==> src/hw/rtl/wtsh_pkg.sv <==
// Package for the word tokenizer / shingler: shared constants, widths and codes.
// No dependencies; used by word_tokenizer_shingler_top.
`timescale 1ns / 1ps
`default_nettype none

package wtsh_pkg;

    // Letter store depth (letters kept per word)
    localparam int MAX_WORD_DEFAULT = 32;

    // Most shingles emitted for one word
    localparam int RESULT_CAP = 32;

    // Shingle geometry
    localparam int KMAX        = 8;
    localparam int BYTE_W      = 8;
    localparam int SHINGLE_W   = KMAX * BYTE_W;
    localparam int OFFSET_W    = 5;
    localparam int KLEN_W      = 4;
    localparam int MINLEN_W    = 6;
    localparam int KPOS_W      = $clog2(KMAX);

    // Stream packing
    localparam int IN_TDATA_W  = 8;
    localparam int OUT_TDATA_W = 72;

    // Configuration port
    localparam int CFG_IDX_W   = 1;
    localparam int CFG_DATA_W  = 6;
    localparam logic [CFG_IDX_W-1:0] CFG_SHINGLE_LENGTH  = 1'b0;
    localparam logic [CFG_IDX_W-1:0] CFG_MIN_WORD_LENGTH = 1'b1;

    // Register reset values
    localparam logic [KLEN_W-1:0]   KLEN_RESET   = 4'd3;
    localparam logic [MINLEN_W-1:0] MINLEN_RESET = 6'd4;

    // ASCII letter ranges and case fold
    localparam logic [BYTE_W-1:0] UPPER_LO  = 8'd65;
    localparam logic [BYTE_W-1:0] UPPER_HI  = 8'd90;
    localparam logic [BYTE_W-1:0] LOWER_LO  = 8'd97;
    localparam logic [BYTE_W-1:0] LOWER_HI  = 8'd122;
    localparam logic [BYTE_W-1:0] CASE_FOLD = 8'd32;

endpackage

`default_nettype wire

==> src/hw/rtl/word_tokenizer_shingler_top.sv <==
// Word tokenizer and character k-shingler, top level.
// Depends on wtsh_pkg (constants, widths, configuration register codes).
`timescale 1ns / 1ps
`default_nettype none

// Usage
//   s_axis: one text byte per item. Letters (A-Z, a-z) are folded to lower
//   case and stored; any other byte ends the word. s_axis_tready is high only
//   while the sequencer is idle; a letter is taken without leaving idle.
//   m_axis: one item per k-letter shingle of a finished word, in order.
//   tdata = shingle (64 b) then start offset (5 b); tlast marks the final
//   shingle of the word; tuser flags a word that overran the letter store.
//   On a word end that qualifies, the sequencer walks the letter store one
//   letter per pass through the single read port: fetch, shift into the
//   window, emit. It fills the window with the first k letters, then emits
//   each shingle and shifts in the next letter; the input is held until the
//   final shingle is loaded. Non-qualifying word ends clear the word in idle.
//   The output register decouples the two sides: a stalled receiver holds
//   the current shingle and halts the sequencer in its emit step only.
//   cfg_we/cfg_index/cfg_data write shingle_length (0) or min_word_length
//   (1); write only while idle.
//   Reset (rst_n low, asynchronous) empties the word, clears the output
//   register and loads k = 3, minimum word length 4. The letter store is
//   not cleared; only letters written for the current word are read.

module word_tokenizer_shingler_top #(
    parameter int MAX_WORD = wtsh_pkg::MAX_WORD_DEFAULT
) (
    input  wire logic                              clk,
    input  wire logic                              rst_n,
    // byte stream in
    input  wire logic                              s_axis_tvalid,
    output      logic                              s_axis_tready,
    input  wire logic [wtsh_pkg::IN_TDATA_W-1:0]   s_axis_tdata,   // [7:0] in_byte
    // shingle stream out
    output      logic                              m_axis_tvalid,
    input  wire logic                              m_axis_tready,
    output      logic [wtsh_pkg::OUT_TDATA_W-1:0]  m_axis_tdata,   // [63:0] shingle,
                                                                   // [68:64] offset_in_word,
                                                                   // [71:69] zero
    output      logic                              m_axis_tlast,   // last_of_word
    output      logic                              m_axis_tuser,   // [0] truncated
    // configuration writes
    input  wire logic                              cfg_we,
    input  wire logic [wtsh_pkg::CFG_IDX_W-1:0]    cfg_index,
    input  wire logic [wtsh_pkg::CFG_DATA_W-1:0]   cfg_data
);

    localparam int ADDR_W  = $clog2(MAX_WORD);
    localparam int CNT_W   = $clog2(MAX_WORD + 1);
    localparam int WIN_W   = $clog2(wtsh_pkg::RESULT_CAP + 1);
    localparam int CMP_W   = (CNT_W > wtsh_pkg::MINLEN_W) ? CNT_W : wtsh_pkg::MINLEN_W;
    localparam int WCALC_W = (CNT_W > WIN_W) ? CNT_W : WIN_W;
    localparam int PAD_W   = wtsh_pkg::OUT_TDATA_W - wtsh_pkg::SHINGLE_W - wtsh_pkg::OFFSET_W;

    typedef enum logic [1:0] {
        IDLE,
        FETCH,
        LOAD,
        EMIT
    } state_t;

    // Letter store, one write and one registered read port
    logic [wtsh_pkg::BYTE_W-1:0] letter_mem [MAX_WORD];
    logic [wtsh_pkg::BYTE_W-1:0] rd_data_reg;

    state_t                          state_reg, state_next;
    logic [CNT_W-1:0]                count_reg, count_next;
    logic                            ovf_reg, ovf_next;
    logic [wtsh_pkg::KLEN_W-1:0]     klen_reg, klen_next;
    logic [wtsh_pkg::MINLEN_W-1:0]   minlen_reg, minlen_next;
    logic [CNT_W-1:0]                rd_ptr_reg, rd_ptr_next;
    logic [WIN_W-1:0]                win_idx_reg, win_idx_next;
    logic [WIN_W-1:0]                windows_reg, windows_next;
    logic [wtsh_pkg::SHINGLE_W-1:0]  window_reg, window_next;
    logic                            out_valid_reg, out_valid_next;
    logic [wtsh_pkg::SHINGLE_W-1:0]  out_shingle_reg, out_shingle_next;
    logic [wtsh_pkg::OFFSET_W-1:0]   out_offset_reg, out_offset_next;
    logic                            out_last_reg, out_last_next;
    logic                            out_trunc_reg, out_trunc_next;

    logic [wtsh_pkg::BYTE_W-1:0]     in_byte;
    logic                            is_letter;
    logic [wtsh_pkg::BYTE_W-1:0]     lower;
    logic                            mem_we;
    logic [wtsh_pkg::KLEN_W-1:0]     k_eff;
    logic [wtsh_pkg::KPOS_W-1:0]     kpos;
    logic                            word_ok;
    logic [WCALC_W-1:0]              wins_full;
    logic [WIN_W-1:0]                windows_calc;
    logic [wtsh_pkg::SHINGLE_W-1:0]  ins_window;
    logic                            out_free;
    logic                            is_last;
    logic                            emit_load;

    assign in_byte = s_axis_tdata[wtsh_pkg::BYTE_W-1:0];

    // Letter test and case fold
    always_comb
    begin
        is_letter = 1'b0;
        lower     = in_byte;
        if (in_byte inside {[wtsh_pkg::UPPER_LO:wtsh_pkg::UPPER_HI]})
        begin
            is_letter = 1'b1;
            lower     = in_byte + wtsh_pkg::CASE_FOLD;
        end
        else if (in_byte inside {[wtsh_pkg::LOWER_LO:wtsh_pkg::LOWER_HI]})
        begin
            is_letter = 1'b1;
        end
    end

    // k clamped to 1..8
    always_comb
    begin
        if (klen_reg == '0)
            k_eff = wtsh_pkg::KLEN_W'(1);
        else if (klen_reg > wtsh_pkg::KLEN_W'(wtsh_pkg::KMAX))
            k_eff = wtsh_pkg::KLEN_W'(wtsh_pkg::KMAX);
        else
            k_eff = klen_reg;
    end

    assign kpos = wtsh_pkg::KPOS_W'(k_eff - wtsh_pkg::KLEN_W'(1));

    assign word_ok = (CMP_W'(count_reg) >= CMP_W'(minlen_reg)) &&
                     (CMP_W'(count_reg) >= CMP_W'(k_eff));

    assign wins_full = WCALC_W'(count_reg) - WCALC_W'(k_eff) + WCALC_W'(1);
    assign windows_calc = (wins_full > WCALC_W'(wtsh_pkg::RESULT_CAP)) ?
                          WIN_W'(wtsh_pkg::RESULT_CAP) : WIN_W'(wins_full);

    // Window shift: drop letter 0, new letter lands in byte k-1, bytes above stay zero
    always_comb
    begin
        for (int j = 0; j < wtsh_pkg::KMAX; j++)
        begin
            if (j == int'(kpos))
                ins_window[j*wtsh_pkg::BYTE_W +: wtsh_pkg::BYTE_W] = rd_data_reg;
            else if (j < int'(kpos))
                ins_window[j*wtsh_pkg::BYTE_W +: wtsh_pkg::BYTE_W] =
                    window_reg[(j+1)*wtsh_pkg::BYTE_W +: wtsh_pkg::BYTE_W];
            else
                ins_window[j*wtsh_pkg::BYTE_W +: wtsh_pkg::BYTE_W] = '0;
        end
    end

    assign out_free  = !out_valid_reg || m_axis_tready;
    assign is_last   = ((win_idx_reg + WIN_W'(1)) == windows_reg);
    assign emit_load = (state_reg == EMIT) && out_free;
    assign mem_we    = (state_reg == IDLE) && s_axis_tvalid && is_letter &&
                       (count_reg < CNT_W'(MAX_WORD));

    // Sequencer next state
    always_comb
    begin
        state_next       = state_reg;
        count_next       = count_reg;
        ovf_next         = ovf_reg;
        klen_next        = klen_reg;
        minlen_next      = minlen_reg;
        rd_ptr_next      = rd_ptr_reg;
        win_idx_next     = win_idx_reg;
        windows_next     = windows_reg;
        window_next      = window_reg;
        out_valid_next   = out_valid_reg && !m_axis_tready;
        out_shingle_next = out_shingle_reg;
        out_offset_next  = out_offset_reg;
        out_last_next    = out_last_reg;
        out_trunc_next   = out_trunc_reg;

        if (cfg_we)
        begin
            case (cfg_index)
                wtsh_pkg::CFG_SHINGLE_LENGTH:
                    klen_next = cfg_data[wtsh_pkg::KLEN_W-1:0];
                wtsh_pkg::CFG_MIN_WORD_LENGTH:
                    minlen_next = cfg_data[wtsh_pkg::MINLEN_W-1:0];
                default:
                    ;
            endcase
        end

        case (state_reg)
            IDLE:
            begin
                if (s_axis_tvalid)
                begin
                    if (is_letter)
                    begin
                        if (count_reg < CNT_W'(MAX_WORD))
                            count_next = count_reg + CNT_W'(1);
                        else
                            ovf_next = 1'b1;
                    end
                    else if (word_ok)
                    begin
                        rd_ptr_next  = '0;
                        win_idx_next = '0;
                        window_next  = '0;
                        windows_next = windows_calc;
                        state_next   = FETCH;
                    end
                    else
                    begin
                        count_next = '0;
                        ovf_next   = 1'b0;
                    end
                end
            end

            FETCH:
                state_next = LOAD;

            LOAD:
            begin
                window_next = ins_window;
                rd_ptr_next = rd_ptr_reg + CNT_W'(1);
                if ((CMP_W'(rd_ptr_reg) + CMP_W'(1)) >= CMP_W'(k_eff))
                    state_next = EMIT;
                else
                    state_next = FETCH;
            end

            EMIT:
            begin
                if (out_free)
                begin
                    out_valid_next   = 1'b1;
                    out_shingle_next = window_reg;
                    out_offset_next  = win_idx_reg[wtsh_pkg::OFFSET_W-1:0];
                    out_last_next    = is_last;
                    out_trunc_next   = ovf_reg;
                    if (is_last)
                    begin
                        count_next = '0;
                        ovf_next   = 1'b0;
                        state_next = IDLE;
                    end
                    else
                    begin
                        win_idx_next = win_idx_reg + WIN_W'(1);
                        state_next   = FETCH;
                    end
                end
            end

            default:
                state_next = IDLE;
        endcase
    end

    always_ff @(posedge clk or negedge rst_n)
    begin
        if (!rst_n)
        begin
            state_reg       <= IDLE;
            count_reg       <= '0;
            ovf_reg         <= 1'b0;
            klen_reg        <= wtsh_pkg::KLEN_RESET;
            minlen_reg      <= wtsh_pkg::MINLEN_RESET;
            rd_ptr_reg      <= '0;
            win_idx_reg     <= '0;
            windows_reg     <= '0;
            window_reg      <= '0;
            out_valid_reg   <= 1'b0;
            out_shingle_reg <= '0;
            out_offset_reg  <= '0;
            out_last_reg    <= 1'b0;
            out_trunc_reg   <= 1'b0;
        end
        else
        begin
            state_reg       <= state_next;
            count_reg       <= count_next;
            ovf_reg         <= ovf_next;
            klen_reg        <= klen_next;
            minlen_reg      <= minlen_next;
            rd_ptr_reg      <= rd_ptr_next;
            win_idx_reg     <= win_idx_next;
            windows_reg     <= windows_next;
            window_reg      <= window_next;
            out_valid_reg   <= out_valid_next;
            out_shingle_reg <= out_shingle_next;
            out_offset_reg  <= out_offset_next;
            out_last_reg    <= out_last_next;
            out_trunc_reg   <= out_trunc_next;
        end
    end

    // Letter store
    always_ff @(posedge clk)
    begin
        if (mem_we)
            letter_mem[count_reg[ADDR_W-1:0]] <= lower;
        rd_data_reg <= letter_mem[rd_ptr_reg[ADDR_W-1:0]];
    end

    assign s_axis_tready = (state_reg == IDLE);
    assign m_axis_tvalid = out_valid_reg;
    assign m_axis_tdata  = {{PAD_W{1'b0}}, out_offset_reg, out_shingle_reg};
    assign m_axis_tlast  = out_last_reg;
    assign m_axis_tuser  = out_trunc_reg;

    // Checks
    a_count_bound: assert property (@(posedge clk) disable iff (!rst_n)
        count_reg <= CNT_W'(MAX_WORD))
        else $error("letter count beyond store depth");

    a_windows_range: assert property (@(posedge clk) disable iff (!rst_n)
        (state_reg != IDLE) |->
            (windows_reg != '0) && (windows_reg <= WIN_W'(wtsh_pkg::RESULT_CAP)))
        else $error("window count out of range during emission");

    a_win_idx_bound: assert property (@(posedge clk) disable iff (!rst_n)
        (state_reg != IDLE) |-> (win_idx_reg < windows_reg))
        else $error("shingle index passed window count");

    a_read_in_word: assert property (@(posedge clk) disable iff (!rst_n)
        (state_reg == FETCH) |-> (rd_ptr_reg < count_reg))
        else $error("read beyond stored letters");

    a_last_clears: assert property (@(posedge clk) disable iff (!rst_n)
        (emit_load && is_last) |=>
            (state_reg == IDLE) && (count_reg == '0) && out_valid_reg && out_last_reg)
        else $error("final shingle did not close the word");

endmodule

`default_nettype wire

==> config.mk <==
export PLATFORM = sky130hd
export DESIGN_NAME = word_tokenizer_shingler_top
export DESIGN_NICKNAME = d
export VERILOG_FILES = /design/src/hw/rtl/wtsh_pkg.sv /design/src/hw/rtl/word_tokenizer_shingler_top.sv
export SDC_FILE = /design/constraint.sdc
export NUM_CORES = 1
export LEC_CHECK = 0
export ABC_CLOCK_PERIOD_IN_PS = 7000
export BUFFER_PORTS_ARGS = -buffer_cell sky130_fd_sc_hd__buf_2
export CAP_MARGIN = 20
export CORE_ASPECT_RATIO = 0.6
export CORE_UTILIZATION = 35
export DETAILED_ROUTE_END_ITERATION = 12
export PLACE_DENSITY = 0.55
export SLEW_MARGIN = 25
export SYNTH_ARGS = -nofsm -noshare
export SYNTH_HDL_FRONTEND = slang
export SYNTH_SLANG_ARGS = --single-unit
==> constraint.sdc <==
create_clock -name clk -period 7 [get_ports clk]
set_input_delay 0.35 -clock clk [delete_from_list [all_inputs] [get_ports clk]]
set_output_delay 0.35 -clock clk [all_outputs]
set_load 0.05 [all_outputs]
Word level (Yosys, flattened, before mapping) --
Memories as Yosys holds them, arrays and structs flattened. A register that Yosys moved wholly into a read port is not among the register bits. Index checks and enable logic that the tools add are counted.
Cells by class: multiplexer cells 57, reduce and logical (&&, ||, !) cells 24, $lt $le $gt $ge 17, bitwise gates (word level) 2, equal/unequal tests 20, add/sub/neg operators 7
Operator list (number):
- $mux 64 | 3
- $mux 8 | 16
- $pmux 64 s2 | 1
- $mux 6 | 12
- $pmux 6 s2 | 3
- $add 6x1->6 const B | 4
- $reduce_and 6->1 | 3
- $ge 8x7->1 const B | 2
- $le 8x7->1 const B | 2
- $mux 1 | 13
- $eq 3x3->1 const A | 4
- $ge 6x4->1 | 2
- $reduce_and 4->1 | 3
- $mux 2 | 5
- $ne 2x2->1 const B | 5
- $lt 3x3->1 const A | 3
- $add 8x6->8 const B | 1
- $mux 4 | 2
- $pmux 2 s4 | 1
- $logic_and 1x1->1 | 7
- $eq 2x3->1 const A | 2
- $eq 6x6->1 | 1
- $ge 6x6->1 | 1
- $gt 6x6->1 const B | 1
- other kinds (21) | 30
Word-level totals: memories kept 1, register bits after elaboration 173, logic and storage cells 142, bits in writable memories 256
Memories:
- letter_mem | depth 32, bits a word 8, rd ports 1, clocked after Yosys merged registers in 1, write ports 1, RTL line word_tokenizer_shingler_top.sv:64 | logic [wtsh_pkg::BYTE_W-1:0] letter_mem [MAX_WORD];

Logic depth before layout (Yosys ltp) --
depth in word-level cells 9, gate-level depth with buffers 12, mapped depth without buffers 12

Least setup slack after synthesis --
OpenSTA, ideal clock, no wires.
path kind register -> register, start register klen_reg[0] (netlist name), end register window_reg[48] (netlist name), cell stages (with the launch flop) 11, clock period less this slack 2.991 ns, data required time 6.904 ns, arrival 2.896 ns, library setup time 0.096 ns, setup slack 4.009 ns, cells stage by stage dfstp_2 o21ba_2 nor2_1 inv_1 clkbuf_1 ha_1 ha_1 clkbuf_1 nor4_1 a22oi_1 o31ai_1
On the way: cells in the longest elaborated chain, start to end 8, elaborated cells on any way between the ends 14, classes of those cells add/sub (1); order compare (3); eq/ne (2); mux (5); reduce/logical (3)
Ends and longest elaborated chain:
- start: declaration | RTL line word_tokenizer_shingler_top.sv:70 | logic [wtsh_pkg::KLEN_W-1:0] klen_reg, klen_next;
- start signal: assignment | RTL line word_tokenizer_shingler_top.sv:261 | klen_reg <= wtsh_pkg::KLEN_RESET;
- start signal: assignment | RTL line word_tokenizer_shingler_top.sv:278 | klen_reg <= klen_next;
- $gt 4x4->1 | RTL line word_tokenizer_shingler_top.sv:119 | else if (klen_reg > wtsh_pkg::KLEN_W'(wtsh_pkg::KMAX))
- $mux 4 | RTL line word_tokenizer_shingler_top.sv:119
- $mux 4 * | RTL line word_tokenizer_shingler_top.sv:117 | if (klen_reg == '0)
- $sub 3x1->3 | RTL line word_tokenizer_shingler_top.sv:125 | assign kpos = wtsh_pkg::KPOS_W'(k_eff - wtsh_pkg::KLEN_W'(1));
- $lt 3x3->1 | RTL line word_tokenizer_shingler_top.sv:141 | else if (j < int'(kpos))
- $mux 8 | RTL line word_tokenizer_shingler_top.sv:141
- $mux 8 | RTL line word_tokenizer_shingler_top.sv:139 | if (j == int'(kpos))
- $pmux 64 s2 | RTL line word_tokenizer_shingler_top.sv:185 | case (state_reg)
- end signal: assignment | RTL line word_tokenizer_shingler_top.sv:283 | window_reg <= window_next;
- end: declaration | RTL line word_tokenizer_shingler_top.sv:75 | logic [wtsh_pkg::SHINGLE_W-1:0] window_reg, window_next;
Every way passes the cells marked *; elsewhere a longest branch is shown, timed or not. A chain may end at the register's enable or synchronous reset.

Worst setup path in the final report --
start register klen_reg[0] (netlist name), end register window_reg[60] (netlist name)
On the way: cells in the longest elaborated chain, start to end 7, elaborated cells on any way between the ends 12, classes of those cells add/sub (1); order compare (2); eq/ne (2); mux (4); reduce/logical (3)
Ends and longest elaborated chain (RTL line):
- $gt 4x4->1 | word_tokenizer_shingler_top.sv:119
- $mux 4 | word_tokenizer_shingler_top.sv:119
- $mux 4 * | word_tokenizer_shingler_top.sv:117
- $sub 3x1->3 / $ge 6x4->1 (equally long branches) | word_tokenizer_shingler_top.sv:125, word_tokenizer_shingler_top.sv:128
- $eq 1x3->1 / $logic_and 1x1->1 (equally long branches) | word_tokenizer_shingler_top.sv:139, word_tokenizer_shingler_top.sv:127
- $mux 8 / $ne 2x1->1 (equally long branches)
- $pmux 64 s2 / $reduce_and 4->1 (equally long branches)
Marked as above.

==> flow_metrics.tcl <==
set metrics [dict create \
    outcome "finished, final reports clean" \
    root_buffer "clkbuf_16" \
    cts_buffers 43 \
    die_h_microns 180 \
    syn2layout_area_growth_pct 13.9 \
    whs_ns 0.0259 \
    core_area_sq_um 51500 \
    slew_headroom 0.325 \
    routabilityCongestion 0.814 \
    via_per_inst 5.33 \
    max_freq_ghz 0.248 \
    largest_reg_flops 256 \
    syn_area_sq_um 18500 \
    die_area_sq_um 53700 \
    yosysSeqAreaShare 0.660 \
    crit_path_start "klen_reg[0]$_DFFE_PN1P_" \
    tightestPinTransition_ns 1.01 \
    syn-instance-count 1210 \
    period_needed_ns 4.04 \
    ios 96 \
    h-tree-depth 2 \
    yosysUniqueCellTypes 61 \
    hp-class "input port to flop" \
    drc 0 \
    worstSkewPairLatency_ns 0.56 \
    endpoint "window_reg[60]$_DFFE_PN0P_" \
    synth-edff-count 256 \
    synth_top_area_frac 0.416 \
    first_pass_iters 5 \
    timing.rr.end "window_reg[60]$_DFFE_PN0P_" \
    wl_per_cell_microns 23.1 \
    clkSinkCount 437 \
    grtUsageTotal 0.174 \
    rr_startpoint "klen_reg[0]$_DFFE_PN1P_" \
    finalNetCount 1346 \
    overflow 0 \
    dp_hpwl_microns 31500 \
    yosys_warnings 0 \
    cp-start-kind "flop" \
    arrival_ns 4.45 \
    yosysTopAreaCell "edfxtp_1" \
    start_util 0.359 \
    powerDensity_nw_per_um2 368 \
    synth-seq-cells 437 \
    drt_iter0_markers 1150 \
    synthArstFlopShare 0.396 \
    synth.top_cells.by_area "edfxtp_1 42%, dfrtp_1 23%, mux4_2 9.8%, mux2_2 5.0%, nand2_1 2.6%" \
    final_layout_size_suffix_gt1_frac 0.261 \
    cts.repair.resized 0 \
    antenna_found_initial 3 \
    ant_nets 0 \
    crit_required_ns 7.41 \
    ys.flop_type "edfxtp_1" \
    n_antenna_cell 0 \
    max-vdd-ir-drop_mv 0.199 \
    cts_tree "done" \
    vias 10700 \
    wl_microns 46500 \
    fin_setup_tns_ns 0 \
    postSynthAreaPerCell_sq_um 15.3 \
    yosysMostFrequentCell "edfxtp_1" \
    placed_area_sq_um 19600 \
    rsz0062_at_grt "false" \
    maxCapViolCount 0 \
    chipWidth_microns 299 \
    finalPower_mw 7.74 \
    finalClockSkew_ns 0.0131 \
    final_cell_area_sq_um 21000 \
    grt_max_degree 82 \
    path_max_fanout 78 \
    end_kind "flop" \
    path_class "flop to flop" \
    period_share 0.577 \
    path_clk_slew_ns 0.07 \
    p_leak_nw 8.01 \
    r2r_setup_slack_ns 2.96 \
    setup_viol 0 \
    reg2reg_depth 10 \
    grt_pass1_vias 10400 \
    clock_path_buffers 3 \
    numPortBuffers 92 \
    rows 64 \
    grt_pass1_wl_microns 69900 \
    drv_slew 0 \
    hold_viol 0 \
    synth_commonest_cells "256 x edfxtp_1, 170 x dfrtp_1, 130 x nand2_1" \
]
[cell type report]
cell class	instances	area [sq um]
Tap cell	693	867
Clock inverter	16	176
Timing Repair Buffer	103	554
Inverter	29	109
Sequential cell	437	12200
Clock buffer	64	1210
Fill cell	4685	30400
Multi-Input combinational cell	672	5930
[cells in the final DEF, fill, tap and decap left out, drive strengths merged, types with 4 or more instances in the layout]
cell	Yosys	routed
a21o	9	9
a21oi	19	19
a22oi	42	42
a31oi	4	4
a32oi	5	5
and2	4	4
and3	10	10
buf	27	101
clkbuf	47	65
clkinv	2	13
dfrtp	170	170
dfxtp	8	8
edfxtp	256	256
ha	38	38
inv	27	29
mux2	82	82
mux4	80	80
nand2	130	130
nand2b	8	8
nand3	17	17
nand3b	6	6
nor2	55	55
nor3	6	6
o211ai	7	7
o21ai	41	41
o31ai	52	52
xnor2	10	10
xor2	6	6
[power by group]
part           switching, mW  total (mW)  internal [mW]  leakage [nW]
Clock                  0.994        2.28           1.29         0.675
Combinational           1.39        2.13          0.739          2.62
Sequential             0.344        3.32           2.98          4.71
Total                   2.73        7.74           5.01          8.01
[kinds of logic (layout without fill, tap and decap cells)]
logic type | count (synthesis) | in the layout | synth area share
AND/OR/NAND/NOR | 254 | 254 | 0.0610
XOR/XNOR | 16 | 16 | 0.00759
AO/OA/AOI/OAI | 196 | 196 | 0.0740
multiplexers | 163 | 163 | 0.148
buffers and inverters | 103 | 212 | 0.0216
adder cells (fa/ha/maj) | 40 | 40 | 0.0279
other | 1 | 3 | 0.000203
flip-flops | 437 | 437 | 0.660
[worst min path at each step]
stage	start	to	slack, ns	cells after the start
3_5_place_dp	rst_n	out_shingle_reg[7]$_DFFE_PN0P_	0.44	1
4_1_cts	cfg_data[5]	minlen_reg[5]$_DFFE_PN0P_	0.004	2
2_1_floorplan	rst_n	count_reg[0]$_DFFE_PN0P_	0.05	0
5_1_grt	cfg_data[4]	minlen_reg[4]$_DFFE_PN0P_	0.01	2
6_report	cfg_data[4]	minlen_reg[4]$_DFFE_PN0P_	0.03	2
3_3_place_gp	rst_n	out_offset_reg[1]$_DFFE_PN0P_	0.44	1
[metal layers]
layer | track usage | wire [microns] | vias up
li1 | - | - | 4764
met1 | 0.295 | 24700 | 5536
met2 | 0.217 | 17700 | 391
met3 | 0.0447 | 3660 | 37
met4 | 0.0269 | 437 | 0
met5 | 0 | 0 | -
[critical path: stages (launching register included)]
cell and delay (ns):
dfstp_2 0.52, o21ba_2 0.15, nor2_1 0.43, ha_1 0.35, nand2b_1 0.15, a211oi_1 0.32, o21ai_0 0.28, a41oi_4 0.25
buf_4 0.50, buf_4 0.68, o21ai_0 0.21
[through the flow]
step / utilization / worst slack (ns) / instances
3_5_place_dp: 0.381 / 3.06 / 1933
3_3_place_gp: 0.381 / 3.17 / 1933
4_1_cts: 0.408 / 3.04 / 2014
2_1_floorplan: - / 4.01 / 1212
6_report: 0.409 / 2.96 / 2014
5_1_grt: 0.409 / 2.57 / 2014
[timing repair]
action	in CTS	in global routing
hold buffers	1	0
hold endpoints to repair	79	0
setup endpoints to repair	0	0
setup buffers	0	0
Note: power is estimated with default switching activity, not from simulation.
